### config.mk
export PLATFORM = sky130hd
export DESIGN_NAME = smallest_free_id_allocator
export DESIGN_NICKNAME = d
export VERILOG_FILES = /design/src/rtl/sfa_pkg.sv /design/src/rtl/sfa_ram.sv /design/src/rtl/sfa_ctrl.sv /design/src/rtl/smallest_free_id_allocator.sv
export SDC_FILE = /design/constraint.sdc
export NUM_CORES = 2
export LEC_CHECK = 0
export ABC_CLOCK_PERIOD_IN_PS = 6400
export BUFFER_PORTS_ARGS = -buffer_cell sky130_fd_sc_hd__clkbuf_2
export CAP_MARGIN = 20
export CORE_UTILIZATION = 63
export DETAILED_ROUTE_END_ITERATION = 7
export PLACE_DENSITY = 0.76
export SYNTH_ARGS = -nofsm -noshare
export SYNTH_HDL_FRONTEND = slang
export SYNTH_HIERARCHICAL = 1
export SYNTH_SLANG_ARGS = --single-unit
### constraint.sdc
create_clock -name i_clk -period 6.4 [get_ports i_clk]
set_clock_uncertainty 0.2 [all_clocks]
set_input_delay 0.32 -clock i_clk [delete_from_list [all_inputs] [get_ports i_clk]]
set_output_delay 0.32 -clock i_clk [all_outputs]
set_load 0.01 [all_outputs]
### src/rtl/sfa_pkg.sv
// ----------------------------------------------------------------------------
// sfa_pkg
// Shared types, codes and helpers for the lowest free identifier allocator.
// ----------------------------------------------------------------------------
`timescale 1ns / 1ps

package sfa_pkg;

    localparam int WORD_W   = 32;   // bits per bitmap row
    localparam int WORD_LOG = 5;
    localparam int SEAT_W   = 11;
    localparam int DATA_W   = 16;   // stream tdata width
    localparam int STATUS_W = 2;

    typedef logic [WORD_W-1:0] t_word;

    typedef enum logic [0:0] {
        OP_RESERVE = 1'b0,
        OP_RELEASE = 1'b1
    } t_op;

    typedef enum logic [STATUS_W-1:0] {
        ST_OK          = 2'd0,
        ST_FULL        = 2'd1,
        ST_BAD_RELEASE = 2'd2
    } t_status;

    typedef struct packed {
        t_op               op;
        logic [SEAT_W-1:0] seat;
    } t_item;

    typedef struct packed {
        logic [SEAT_W-1:0] granted;
        t_status           status;
    } t_result;

    typedef enum logic [2:0] {
        S_CLEAR,
        S_IDLE,
        S_MID,
        S_LEAF,
        S_REL,
        S_DONE
    } t_state;

    // Index of the lowest clear bit; only meaningful when one exists.
    function automatic logic [WORD_LOG-1:0] lowest_zero(input t_word w);
        logic [WORD_LOG-1:0] idx;
        idx = '0;
        for (int i = WORD_W - 1; i >= 0; i--) begin
            if (!w[i]) begin
                idx = WORD_LOG'(i);
            end
        end
        return idx;
    endfunction

endpackage

### src/rtl/sfa_ram.sv
// ----------------------------------------------------------------------------
// sfa_ram
// Simple dual-port synchronous RAM, one write and one registered read port.
// ----------------------------------------------------------------------------
`timescale 1ns / 1ps

module sfa_ram #(
    parameter int WIDTH = 32,
    parameter int DEPTH = 32,
    parameter int AW    = 5
) (
    input  logic             i_clk,
    input  logic             i_we,
    input  logic [AW-1:0]    i_waddr,
    input  logic [WIDTH-1:0] i_wdata,
    input  logic             i_re,
    input  logic [AW-1:0]    i_raddr,
    output logic [WIDTH-1:0] o_rdata
);

    logic [WIDTH-1:0] r_mem [DEPTH];
    logic [WIDTH-1:0] r_rdata;

    always_ff @(posedge i_clk) begin
        if (i_we) begin
            r_mem[i_waddr] <= i_wdata;
        end
    end

    always_ff @(posedge i_clk) begin
        if (i_re) begin
            r_rdata <= r_mem[i_raddr];
        end
    end

    assign o_rdata = r_rdata;

endmodule

### src/rtl/sfa_ctrl.sv
// ----------------------------------------------------------------------------
// sfa_ctrl
// Sequencer: clearing sweep, summary-to-leaf search and read-modify-write.
// ----------------------------------------------------------------------------
`timescale 1ns / 1ps

module sfa_ctrl #(
    parameter int MAX_SEATS = 1024,
    parameter int ROW_AW    = 5,
    parameter int MID_AW    = 1
) (
    input  logic                         i_clk,
    input  logic                         i_rst_n,
    input  logic                         i_start,
    input  sfa_pkg::t_item               i_item,
    input  logic [sfa_pkg::SEAT_W-1:0]   i_count,
    input  logic                         i_out_free,
    output logic                         o_ready,
    output logic                         o_res_valid,
    output sfa_pkg::t_result             o_res,
    // leaf bitmap RAM
    output logic                         o_leaf_re,
    output logic [ROW_AW-1:0]            o_leaf_raddr,
    input  sfa_pkg::t_word               i_leaf_rdata,
    output logic                         o_leaf_we,
    output logic [ROW_AW-1:0]            o_leaf_waddr,
    output sfa_pkg::t_word               o_leaf_wdata,
    // summary (row-full) RAM
    output logic                         o_mid_re,
    output logic [MID_AW-1:0]            o_mid_raddr,
    input  sfa_pkg::t_word               i_mid_rdata,
    output logic                         o_mid_we,
    output logic [MID_AW-1:0]            o_mid_waddr,
    output sfa_pkg::t_word               o_mid_wdata
);

    localparam int ROWS   = (MAX_SEATS + sfa_pkg::WORD_W - 1) / sfa_pkg::WORD_W;
    localparam int MROWS  = (ROWS + sfa_pkg::WORD_W - 1) / sfa_pkg::WORD_W;
    localparam int WL     = sfa_pkg::WORD_LOG;
    localparam int SW     = sfa_pkg::SEAT_W;

    // Bits past the end of the last row / last summary row read as taken.
    localparam int          LAST_VALID  = MAX_SEATS - (ROWS - 1) * sfa_pkg::WORD_W;
    localparam logic [63:0] LAST_ONES   = (64'd1 << LAST_VALID) - 64'd1;
    localparam logic [31:0] LAST_PAD    = ~LAST_ONES[31:0];
    localparam int          MLAST_VALID = ROWS - (MROWS - 1) * sfa_pkg::WORD_W;
    localparam logic [63:0] MLAST_ONES  = (64'd1 << MLAST_VALID) - 64'd1;
    localparam logic [31:0] MLAST_PAD   = ~MLAST_ONES[31:0];

    sfa_pkg::t_state  r_state, n_state;
    logic [ROW_AW-1:0] r_clr, n_clr;
    logic [MROWS-1:0]  r_top, n_top;
    logic [MID_AW-1:0] r_mid_addr, n_mid_addr;
    logic [ROW_AW-1:0] r_row, n_row;
    logic [WL-1:0]     r_bit, n_bit;
    sfa_pkg::t_word    r_mid_word, n_mid_word;
    sfa_pkg::t_result  r_res, n_res;

    // summary flops search
    logic              top_full;
    logic [MID_AW-1:0] top_sel;

    // release decode
    logic              rel_in_range;
    logic [SW-1:0]     rel_idx;
    logic [31:0]       rel32;

    // search datapath
    logic [31:0]       clr32, mid_addr32, row32, mid_row32, grant32;
    sfa_pkg::t_word    mid_pad, leaf_pad, mid_word_m, leaf_word_m;
    sfa_pkg::t_word    leaf_one, row_one, rel_one, leaf_set, mid_set;
    logic [WL-1:0]     mid_sel, leaf_sel;
    logic              leaf_now_full, mid_now_full, rel_taken;

    always_comb begin
        top_sel = '0;
        for (int i = MROWS - 1; i >= 0; i--) begin
            if (!r_top[i]) begin
                top_sel = MID_AW'(i);
            end
        end
    end

    assign top_full     = &r_top;
    assign rel_in_range = (i_item.seat != '0) && (i_item.seat <= i_count);
    assign rel_idx      = i_item.seat - SW'(1);
    assign rel32        = 32'(rel_idx);

    assign clr32      = 32'(r_clr);
    assign mid_addr32 = 32'(r_mid_addr);
    assign row32      = 32'(r_row);

    assign mid_pad     = (mid_addr32 == 32'(MROWS - 1)) ? MLAST_PAD : '0;
    assign leaf_pad    = (row32 == 32'(ROWS - 1)) ? LAST_PAD : '0;
    assign mid_word_m  = i_mid_rdata | mid_pad;
    assign leaf_word_m = i_leaf_rdata | leaf_pad;
    assign mid_sel     = sfa_pkg::lowest_zero(mid_word_m);
    assign leaf_sel    = sfa_pkg::lowest_zero(leaf_word_m);
    assign mid_row32   = (mid_addr32 << WL) | 32'(mid_sel);
    assign grant32     = (row32 << WL) | 32'(leaf_sel);

    assign leaf_one      = 32'd1 << leaf_sel;
    assign row_one       = 32'd1 << row32[WL-1:0];
    assign rel_one       = 32'd1 << r_bit;
    assign leaf_set      = leaf_word_m | leaf_one;
    assign mid_set       = r_mid_word | row_one;
    assign leaf_now_full = &leaf_set;
    assign mid_now_full  = &mid_set;
    assign rel_taken     = |(i_leaf_rdata & rel_one);

    // next state
    always_comb begin
        n_state = r_state;
        case (r_state)
            sfa_pkg::S_CLEAR: begin
                if (clr32 == 32'(ROWS - 1)) begin
                    n_state = sfa_pkg::S_IDLE;
                end
            end
            sfa_pkg::S_IDLE: begin
                if (i_start) begin
                    if (i_item.op == sfa_pkg::OP_RESERVE) begin
                        n_state = top_full ? sfa_pkg::S_DONE : sfa_pkg::S_MID;
                    end else begin
                        n_state = rel_in_range ? sfa_pkg::S_REL : sfa_pkg::S_DONE;
                    end
                end
            end
            sfa_pkg::S_MID:  n_state = sfa_pkg::S_LEAF;
            sfa_pkg::S_LEAF: n_state = sfa_pkg::S_DONE;
            sfa_pkg::S_REL:  n_state = sfa_pkg::S_DONE;
            sfa_pkg::S_DONE: begin
                if (i_out_free) begin
                    n_state = sfa_pkg::S_IDLE;
                end
            end
            default: n_state = sfa_pkg::S_CLEAR;
        endcase
    end

    // memory accesses and working registers
    always_comb begin
        n_clr        = r_clr;
        n_top        = r_top;
        n_mid_addr   = r_mid_addr;
        n_row        = r_row;
        n_bit        = r_bit;
        n_mid_word   = r_mid_word;
        n_res        = r_res;
        o_leaf_re    = 1'b0;
        o_leaf_raddr = r_row;
        o_leaf_we    = 1'b0;
        o_leaf_waddr = r_row;
        o_leaf_wdata = '0;
        o_mid_re     = 1'b0;
        o_mid_raddr  = r_mid_addr;
        o_mid_we     = 1'b0;
        o_mid_waddr  = r_mid_addr;
        o_mid_wdata  = '0;
        case (r_state)
            sfa_pkg::S_CLEAR: begin
                o_leaf_we    = 1'b1;
                o_leaf_waddr = r_clr;
                o_mid_we     = (clr32 < 32'(MROWS));
                o_mid_waddr  = clr32[MID_AW-1:0];
                n_clr        = r_clr + ROW_AW'(1);
            end
            sfa_pkg::S_IDLE: begin
                if (i_start) begin
                    n_res.granted = '0;
                    if (i_item.op == sfa_pkg::OP_RESERVE) begin
                        n_res.status = sfa_pkg::ST_FULL;
                        o_mid_re     = !top_full;
                        o_mid_raddr  = top_sel;
                        n_mid_addr   = top_sel;
                    end else begin
                        n_res.status = sfa_pkg::ST_BAD_RELEASE;
                        o_leaf_re    = rel_in_range;
                        o_leaf_raddr = rel32[ROW_AW+WL-1:WL];
                        o_mid_re     = rel_in_range;
                        o_mid_raddr  = rel32[MID_AW+2*WL-1:2*WL];
                        n_row        = rel32[ROW_AW+WL-1:WL];
                        n_bit        = rel32[WL-1:0];
                        n_mid_addr   = rel32[MID_AW+2*WL-1:2*WL];
                    end
                end
            end
            sfa_pkg::S_MID: begin
                o_leaf_re    = 1'b1;
                o_leaf_raddr = mid_row32[ROW_AW-1:0];
                n_row        = mid_row32[ROW_AW-1:0];
                n_mid_word   = mid_word_m;
            end
            sfa_pkg::S_LEAF: begin
                // lowest free sits past the live count: nothing to grant
                if (grant32 < 32'(i_count)) begin
                    o_leaf_we     = 1'b1;
                    o_leaf_wdata  = leaf_set;
                    o_mid_we      = leaf_now_full;
                    o_mid_wdata   = mid_set;
                    n_res.granted = grant32[SW-1:0] + SW'(1);
                    n_res.status  = sfa_pkg::ST_OK;
                    if (leaf_now_full && mid_now_full) begin
                        n_top[r_mid_addr] = 1'b1;
                    end
                end
            end
            sfa_pkg::S_REL: begin
                if (rel_taken) begin
                    o_leaf_we         = 1'b1;
                    o_leaf_wdata      = i_leaf_rdata & ~rel_one;
                    o_mid_we          = 1'b1;
                    o_mid_wdata       = i_mid_rdata & ~row_one;
                    n_top[r_mid_addr] = 1'b0;
                    n_res.status      = sfa_pkg::ST_OK;
                end
            end
            sfa_pkg::S_DONE: begin
            end
            default: begin
            end
        endcase
    end

    always_ff @(posedge i_clk) begin
        if (!i_rst_n) begin
            r_state <= sfa_pkg::S_CLEAR;
            r_clr   <= '0;
            r_top   <= '0;
        end else begin
            r_state <= n_state;
            r_clr   <= n_clr;
            r_top   <= n_top;
        end
    end

    always_ff @(posedge i_clk) begin
        r_mid_addr <= n_mid_addr;
        r_row      <= n_row;
        r_bit      <= n_bit;
        r_mid_word <= n_mid_word;
        r_res      <= n_res;
    end

    assign o_ready     = (r_state == sfa_pkg::S_IDLE);
    assign o_res_valid = (r_state == sfa_pkg::S_DONE);
    assign o_res       = r_res;

endmodule

### src/rtl/smallest_free_id_allocator.sv
// ----------------------------------------------------------------------------
// smallest_free_id_allocator
// Lowest free identifier allocator over a two-level bitmap held in RAM.
// ----------------------------------------------------------------------------
// Hands out identifiers 1..seat_count, lowest free first, and takes them back
// on release; each input transfer yields exactly one result transfer. After
// reset the block sweeps its bitmap RAM clear, one row per cycle, with
// s_tready low; the seat count register can be written during the sweep.
// Items are handled one at a time. From input transfer to result valid on
// the master side, a reserve goes through these steps: the summary flops
// pick a summary row, the summary RAM read picks a leaf row, the leaf RAM
// read picks the bit and the rows are written back, then the result moves
// to the output register. A release reads the leaf and summary rows
// together, then writes them, and a reserve with every row full or a
// release out of range goes straight to the output register. The dependent
// chain of RAM reads sets the pace of a reserve. One output register holds
// the result, so a new item is taken while the previous result waits.
// Reserve with nothing free returns status FULL; release of a free or
// out-of-range identifier returns BAD_RELEASE; neither changes the state.
// Lowering seat_count keeps the taken bits above the new count.
// ----------------------------------------------------------------------------
`timescale 1ns / 1ps

module smallest_free_id_allocator #(
    parameter int MAX_SEATS = 1024
) (
    input  logic                           i_clk,
    input  logic                           i_rst_n,
    // input stream
    input  logic                           i_s_tvalid,
    output logic                           o_s_tready,
    input  logic [sfa_pkg::DATA_W-1:0]     i_s_tdata,   // [10:0] seat_number
    input  logic [0:0]                     i_s_tuser,   // [0] operation
    // result stream
    output logic                           o_m_tvalid,
    input  logic                           i_m_tready,
    output logic [sfa_pkg::DATA_W-1:0]     o_m_tdata,   // [10:0] granted_seat
    output logic [sfa_pkg::STATUS_W-1:0]   o_m_tuser,   // [1:0] status
    // seat count register
    input  logic                           i_cfg_we,
    input  logic [sfa_pkg::SEAT_W-1:0]     i_cfg_wdata
);

    localparam int ROWS   = (MAX_SEATS + sfa_pkg::WORD_W - 1) / sfa_pkg::WORD_W;
    localparam int MROWS  = (ROWS + sfa_pkg::WORD_W - 1) / sfa_pkg::WORD_W;
    localparam int ROW_AW = (ROWS > 1) ? $clog2(ROWS) : 1;
    localparam int MID_AW = (MROWS > 1) ? $clog2(MROWS) : 1;
    localparam logic [31:0] MAX_SEATS_U = 32'(MAX_SEATS);

    logic [sfa_pkg::SEAT_W-1:0] r_seat_count;
    logic [sfa_pkg::SEAT_W-1:0] eff_count;

    logic             r_out_valid, n_out_valid;
    sfa_pkg::t_result r_out, n_out;

    sfa_pkg::t_item   item;
    sfa_pkg::t_result res;
    logic             start, res_valid, out_free;

    logic              leaf_re, leaf_we, mid_re, mid_we;
    logic [ROW_AW-1:0] leaf_raddr, leaf_waddr;
    logic [MID_AW-1:0] mid_raddr, mid_waddr;
    sfa_pkg::t_word    leaf_rdata, leaf_wdata, mid_rdata, mid_wdata;

    // Seat count register, saturated to the bitmap size on use.
    always_ff @(posedge i_clk) begin
        if (!i_rst_n) begin
            r_seat_count <= sfa_pkg::SEAT_W'(1024);
        end else if (i_cfg_we) begin
            r_seat_count <= i_cfg_wdata;
        end
    end

    assign eff_count = (32'(r_seat_count) > MAX_SEATS_U) ?
                       MAX_SEATS_U[sfa_pkg::SEAT_W-1:0] : r_seat_count;

    assign item.op   = sfa_pkg::t_op'(i_s_tuser[0]);
    assign item.seat = i_s_tdata[sfa_pkg::SEAT_W-1:0];
    assign start     = i_s_tvalid && o_s_tready;

    // Output register: loaded when empty or draining this cycle.
    assign out_free = !r_out_valid || i_m_tready;

    always_comb begin
        n_out_valid = r_out_valid;
        n_out       = r_out;
        if (res_valid && out_free) begin
            n_out_valid = 1'b1;
            n_out       = res;
        end else if (i_m_tready) begin
            n_out_valid = 1'b0;
        end
    end

    always_ff @(posedge i_clk) begin
        if (!i_rst_n) begin
            r_out_valid <= 1'b0;
        end else begin
            r_out_valid <= n_out_valid;
        end
    end

    always_ff @(posedge i_clk) begin
        r_out <= n_out;
    end

    assign o_m_tvalid = r_out_valid;
    assign o_m_tdata  = sfa_pkg::DATA_W'(r_out.granted);
    assign o_m_tuser  = r_out.status;

    sfa_ctrl #(
        .MAX_SEATS (MAX_SEATS),
        .ROW_AW    (ROW_AW),
        .MID_AW    (MID_AW)
    ) u_ctrl (
        .i_clk        (i_clk),
        .i_rst_n      (i_rst_n),
        .i_start      (start),
        .i_item       (item),
        .i_count      (eff_count),
        .i_out_free   (out_free),
        .o_ready      (o_s_tready),
        .o_res_valid  (res_valid),
        .o_res        (res),
        .o_leaf_re    (leaf_re),
        .o_leaf_raddr (leaf_raddr),
        .i_leaf_rdata (leaf_rdata),
        .o_leaf_we    (leaf_we),
        .o_leaf_waddr (leaf_waddr),
        .o_leaf_wdata (leaf_wdata),
        .o_mid_re     (mid_re),
        .o_mid_raddr  (mid_raddr),
        .i_mid_rdata  (mid_rdata),
        .o_mid_we     (mid_we),
        .o_mid_waddr  (mid_waddr),
        .o_mid_wdata  (mid_wdata)
    );

    // Leaf bitmap: one taken bit per identifier, 32 to a row.
    sfa_ram #(
        .WIDTH (sfa_pkg::WORD_W),
        .DEPTH (ROWS),
        .AW    (ROW_AW)
    ) u_leaf_ram (
        .i_clk   (i_clk),
        .i_we    (leaf_we),
        .i_waddr (leaf_waddr),
        .i_wdata (leaf_wdata),
        .i_re    (leaf_re),
        .i_raddr (leaf_raddr),
        .o_rdata (leaf_rdata)
    );

    // Summary bitmap: one row-full bit per leaf row.
    sfa_ram #(
        .WIDTH (sfa_pkg::WORD_W),
        .DEPTH (MROWS),
        .AW    (MID_AW)
    ) u_mid_ram (
        .i_clk   (i_clk),
        .i_we    (mid_we),
        .i_waddr (mid_waddr),
        .i_wdata (mid_wdata),
        .i_re    (mid_re),
        .i_raddr (mid_raddr),
        .o_rdata (mid_rdata)
    );

endmodule

# Word-level counts from Yosys, hierarchy flattened
# Memories as Yosys holds them, arrays and structs flattened. A register that Yosys moved wholly into a read port is not among the register bits.
# Cells that the tools add are included.
dict set report classes {
  div_mod_pow 0
  bitwise 12
  order_cmp 6
  n_addsub 3
  mux 113
  shifts 3
  mul 0
  n_eq_ne 12
  reduce_logical 23
}
# cell count
set ops {}
lappend ops {{$mux W5} 67}
lappend ops {{$mux W32} 4}
lappend ops {{$pmux W32 S2} 2}
lappend ops {{$and A32 B32 Y32} 3}
lappend ops {{$shl A1 B5 Y32 const A} 3}
lappend ops {{$not A32 Y32} 2}
lappend ops {{$or A32 B32 Y32} 2}
lappend ops {{$reduce_and A32 Y1} 2}
lappend ops {{$lt A32 B11 Y1} 1}
lappend ops {{$reduce_or A32 Y1} 1}
lappend ops {{$mux W13} 2}
lappend ops {{$mux W1} 22}
lappend ops {{$pmux W11 S2} 1}
lappend ops {{$mux W3} 5}
lappend ops {{$pmux W3 S5} 1}
lappend ops {{$ne A2 B1 Y1 const B} 6}
lappend ops {{$add A11 B1 Y11 const B} 1}
lappend ops {{$gt A11 B11 Y1 const B} 1}
lappend ops {{$le A11 B11 Y1} 1}
lappend ops {{$mux W11} 1}
lappend ops {{$reduce_bool A11 Y1} 1}
lappend ops {{$sub A11 B1 Y11 const B} 1}
lappend ops {{$or A10 B5 Y10} 1}
lappend ops {{$pmux W5 S2} 1}
lappend ops {{25 further kinds} 40}
dict set report totals {
  out_inout_bits 20
  reg_bits 90
  latch_bits 0
  input_bits 33
  word_cells 187
  romBits 0
  ram_bits 1056
  mem_count 2
}
# name words width read_ports rd_clocked_by_memory_dff write_ports line_no
set mem_list {}
lappend mem_list {u_leaf_ram.r_mem 32 32 1 1 1 sfa_ram.sv:21} ;# logic [WIDTH-1:0] r_mem [DEPTH];
lappend mem_list {u_mid_ram.r_mem 1 32 1 1 1 sfa_ram.sv:21}

# Depth between registers and ports, before layout
dict set report depth {
  depth_word 39
  mapped_depth 18
  ltp_nobuf 16
}

# Cells and area by module
# The synthesis kept the hierarchy.
# module area_each_um2 cells_per_inst seq_area_each_um2 n_inst
set by_module_without_submodules {}
lappend by_module_without_submodules {{sfa_ram at u_leaf_ram} 40812.9 2260 31710.4 1}
lappend by_module_without_submodules {sfa_ctrl 6829.0 923 1801.7 1}
lappend by_module_without_submodules {{sfa_ram at u_mid_ram} 1921.8 64 1921.8 1}
lappend by_module_without_submodules {smallest_free_id_allocator 972.2 72 630.6 1}

# Least setup slack after synthesis
# Ideal clock, no wire load.
dict set report synth_timing {
  kind {register to register}
  startpoint {reg u_leaf_ram.r_rdata[29] (netlist: u_leaf_ram/o_rdata[29]), read port of u_leaf_ram.r_mem}
  endpoint {mem u_leaf_ram.r_mem[28][0] (enable)}
  setup_slack_ps 685
  t_required_ps 5779
  synth_period_minus_slack_ps 5715
  setup_time_ps 421
  path_buffers 4
  arrival_time_ps 5094
  path_stages_with_launch 18
  cell_sequence {edfxtp_1 > clkbuf_1 > a31oi_1 > o211ai_1 > a311o_1 > a21oi_1 > inv_1 > ha_1 > o21a_1 > o21ai_0 > a31oi_1 > or3_1 > clkbuf_1 > clkbuf_1 > nand3_1 > or3b_2 > clkbuf_1 > nor2_1}
}
dict set report synth_via {
  elab_chain_cells 36
  word_cells_on_any_way 39
  cone_classes {order compare: 1; mux: 35; bitwise: 2; reduce/logical: 1}
}
# item line_no
set synth_lines {}
lappend synth_lines {{start, declared} sfa_ram.sv:22} ;# logic [WIDTH-1:0] r_rdata;
lappend synth_lines {{$mux W5 (30 in series)} sfa_pkg.sv:52} ;# if (!w[i]) begin
lappend synth_lines {{$or A10 B5 Y10} sfa_ctrl.sv:100} ;# assign grant32 = (row32 << WL) | 32'(leaf_sel);
lappend synth_lines {{$lt A32 B11 Y1} sfa_ctrl.sv:196} ;# if (grant32 < 32'(i_count)) begin
lappend synth_lines {{$mux W1} sfa_ctrl.sv:196}
lappend synth_lines {{$pmux W1 S3 (*)} sfa_ctrl.sv:160} ;# case (r_state)
lappend synth_lines {{net leaf_we} smallest_free_id_allocator.sv:60} ;# logic leaf_re, leaf_we, mid_re, mid_we;
lappend synth_lines {{$mux W1 (*)} sfa_ram.sv:25} ;# if (i_we) begin
lappend synth_lines {{$mux W1 (not written as such) (*)} sfa_ram.sv:26} ;# r_mem[i_waddr] <= i_wdata;
lappend synth_lines {{end, declared} sfa_ram.sv:21}
# The timed path passes the listed nets; every way through them passes the cells marked *.

# Worst setup path after layout
dict set report layout_timing {
  startpoint {reg u_leaf_ram.r_rdata[25] (netlist: u_leaf_ram/o_rdata[25]), read port of u_leaf_ram.r_mem}
  endpoint {mem u_mid_ram.r_mem[0][28] (enable)}
}
dict set report layout_via {
  elab_chain_cells 33
  word_cells_on_any_way 38
  cone_classes {order compare: 1; shift: 1; mux: 31; bitwise: 3; reduce/logical: 2}
}
# item line_no
set layout_lines {}
lappend layout_lines {{branches (longest 30 deep; another with $mux W5)} -}
lappend layout_lines {{$pmux W1 S3 (*)} sfa_ctrl.sv:160}
lappend layout_lines {{net mid_we} smallest_free_id_allocator.sv:60}
lappend layout_lines {{$mux W1 (*)} sfa_ram.sv:25}
lappend layout_lines {{$mux W1 (not written as such) (*)} sfa_ram.sv:26}
lappend layout_lines {{end, declared} sfa_ram.sv:21}
# Mark *: on every way through the listed nets, which the timed path passes.

==> impl_metrics.env <==
export IMPL_grt_setup_unrepaired="no"
export IMPL_setup_worst_path_class="reg2reg"
export IMPL_critPathArrivalTime_ps=5780
export IMPL_cts_clk_slew_worst_paths_ps=70
export IMPL_leakagePower_nw=21.15
export IMPL_end_kind="register"
export IMPL_area_delta_synth_final_pct=13.03
export IMPL_gp_congestion=0.9235
export IMPL_hold_viol_final=0
export IMPL_drtIter0Drc=3775
export IMPL_yosys_warnings=6
export IMPL_clkSinkCount=1210
export IMPL_via_per_inst=6.731
export IMPL_root_buffer="clkbuf_16"
export IMPL_wirelength_um=133900
export IMPL_totalPowerFinal_mw=15.69
export IMPL_ant_nets=0
export IMPL_cts_htree_levels=3
export IMPL_synth_cells=3317
export IMPL_postCtsSetupBuffers=0
export IMPL_hold_slack_ps=156.4
export IMPL_fin_crit_sh=0.8886
export IMPL_fmax_mhz=175.8
export IMPL_syn_avg_cell_area_um2=15.23
export IMPL_die_height_um=285.2
export IMPL_layout_nets=3530
export IMPL_hp_class="in2reg"
export IMPL_antenna_found_initial=4
export IMPL_cts_buffer_depth=3
export IMPL_finalCriticalPeriod_ps=5687
export IMPL_io_pins=53
export IMPL_setup_viol=0
export IMPL_post_route_drc_count=0
export IMPL_path_max_fanout=32
export IMPL_ir_drop_uv=263.8
export IMPL_io_buffers=42
export IMPL_slew_headroom=0.2637
export IMPL_grt_pass1_vias=30370
export IMPL_cts_made_buffers=117
export IMPL_crit_chain="and3_1, a211o_1, a211o_1, inv_1, ha_1, ha_1, a22oi_1, or4_1, or3_1, or4_1, nor3_1, and4_1, nand3_1, o211ai_1, buf_4"
export IMPL_post_cts_resized=0
export IMPL_die_area_um2=81340
export IMPL_max_stage_delay_ps=570
export IMPL_cap_violations=0
export IMPL_worst_pin_slew_ps=1101
export IMPL_fin_tns_setup_ps=0
export IMPL_cp_start_kind="register"
export IMPL_overflow=0
export IMPL_track_usage=0.3265
export IMPL_drv_slew=0
export IMPL_dieWidth_um=285.2
export IMPL_crit_slowest_cell="edfxtp_1"
export IMPL_core_um2=79130
export IMPL_outcome="finished clean"
export IMPL_fillers=4887
export IMPL_antenna_cells=0
export IMPL_dp_hpwl_um=79330
export IMPL_synthesis_area_um2=50530
export IMPL_powerDensity_nw_per_um2=274.7
export IMPL_start_util=0.6386
export IMPL_cp_data_required_time_ps=6490
export IMPL_rows=103
export IMPL_grt_pass1_wl_um=194700
export IMPL_cts_tree="built"
export IMPL_clock_latency_ps=700
export IMPL_drive_above_1_share=0.1264
export IMPL_wl_per_cell_um=28.99
export IMPL_grt_max_degree=67
export IMPL_hold_buffers=47
export IMPL_vias=31080
export IMPL_firstDrtPassIters=6
-- sequential cells by signal (all words and copies together), names as in the netlist, 11 cells and up, named ones only --
register / count
u_leaf_ram/r_mem: 1024
u_ctrl/r_mid_word: 32
u_leaf_ram/o_rdata: 32
u_mid_ram/o_rdata: 32
u_mid_ram/r_mem: 32
u_ctrl/o_res: 13
o_m_tdata: 11
r_seat_count: 11
-- per-stage QoR --
stage / area (um^2) / cells / util / worst slack [ps]
3_5_place_dp: 52800 / 4348 / 0.6673 / 803.2
6_report: 57110 / 4617 / 0.7217 / 713.1
4_1_cts: 57040 / 4613 / 0.7209 / 785.3
5_1_grt: 57110 / 4617 / 0.7217 / 496.0
3_3_place_gp: 52780 / 4347 / 0.6670 / 824.9
2_1_floorplan: 50540 / 3321 / - / 685.2
-- path summary, 6_finish.rpt --
path	start	end	slack (ps)	cells after the start
max	u_leaf_ram/o_rdata[25]$_DFFE_PP_	u_mid_ram/r_mem[0][28]$_DFFE_PP_	710	15
min	i_s_tdata[8]	u_ctrl/r_row[3]$_DFF_P_	160	4
max reg2reg	u_leaf_ram/o_rdata[25]$_DFFE_PP_	u_mid_ram/r_mem[0][28]$_DFFE_PP_	710	15
min reg2reg	u_mid_ram/r_mem[0][28]$_DFFE_PP_	u_mid_ram/o_rdata[28]$_DFFE_PP_	200	0
-- routing by layer --
layer	wire, um	track usage	up-vias
met5	26	0	-
met4	5875	0.1413	4
met3	13120	0.05800	341
met2	63230	0.5166	1899
met1	51610	0.4498	15540
li1	-	-	13290
-- critical path: cells and delay by family (launching register included) --
family          cells  cell delay [ps]
flops               1              570
fa+ha+maj           2              640
simple gates        7             2260
buf+inv             2              610
compound gates      4              980
-- cell type report --
type,instances,area (um^2),share of cell area
clock buffers,147,3062,0.05361
clock inverters,71,708.2,0.01240
inverters,36,135.1,0.002366
multi-input cells,1870,13600,0.2381
flip-flops and latches,1210,36060,0.6315
well taps,1050,1314,0.02300
repair buffers,233,2227,0.03900
-- layout by cell type (no fill, tap or decap), types with 47 or more instances in the layout --
cell type	n
a21oi_1	182
a22o_1	65
a22oi_1	104
a31oi_1	57
buf_4	106
clkbuf_16	119
dlygate4sd3_1	47
edfxtp_1	1183
mux2i_1	529
nand2_1	210
nand3_1	149
nor3_1	51
o21ai_0	92
-- power by group --
part	switching, mW	internal, mW
clock network	2.91	3.84
registers	0.0315	8.69
logic	0.145	0.0742
total	3.09	12.6
Power figures use the tool's default switching activity.
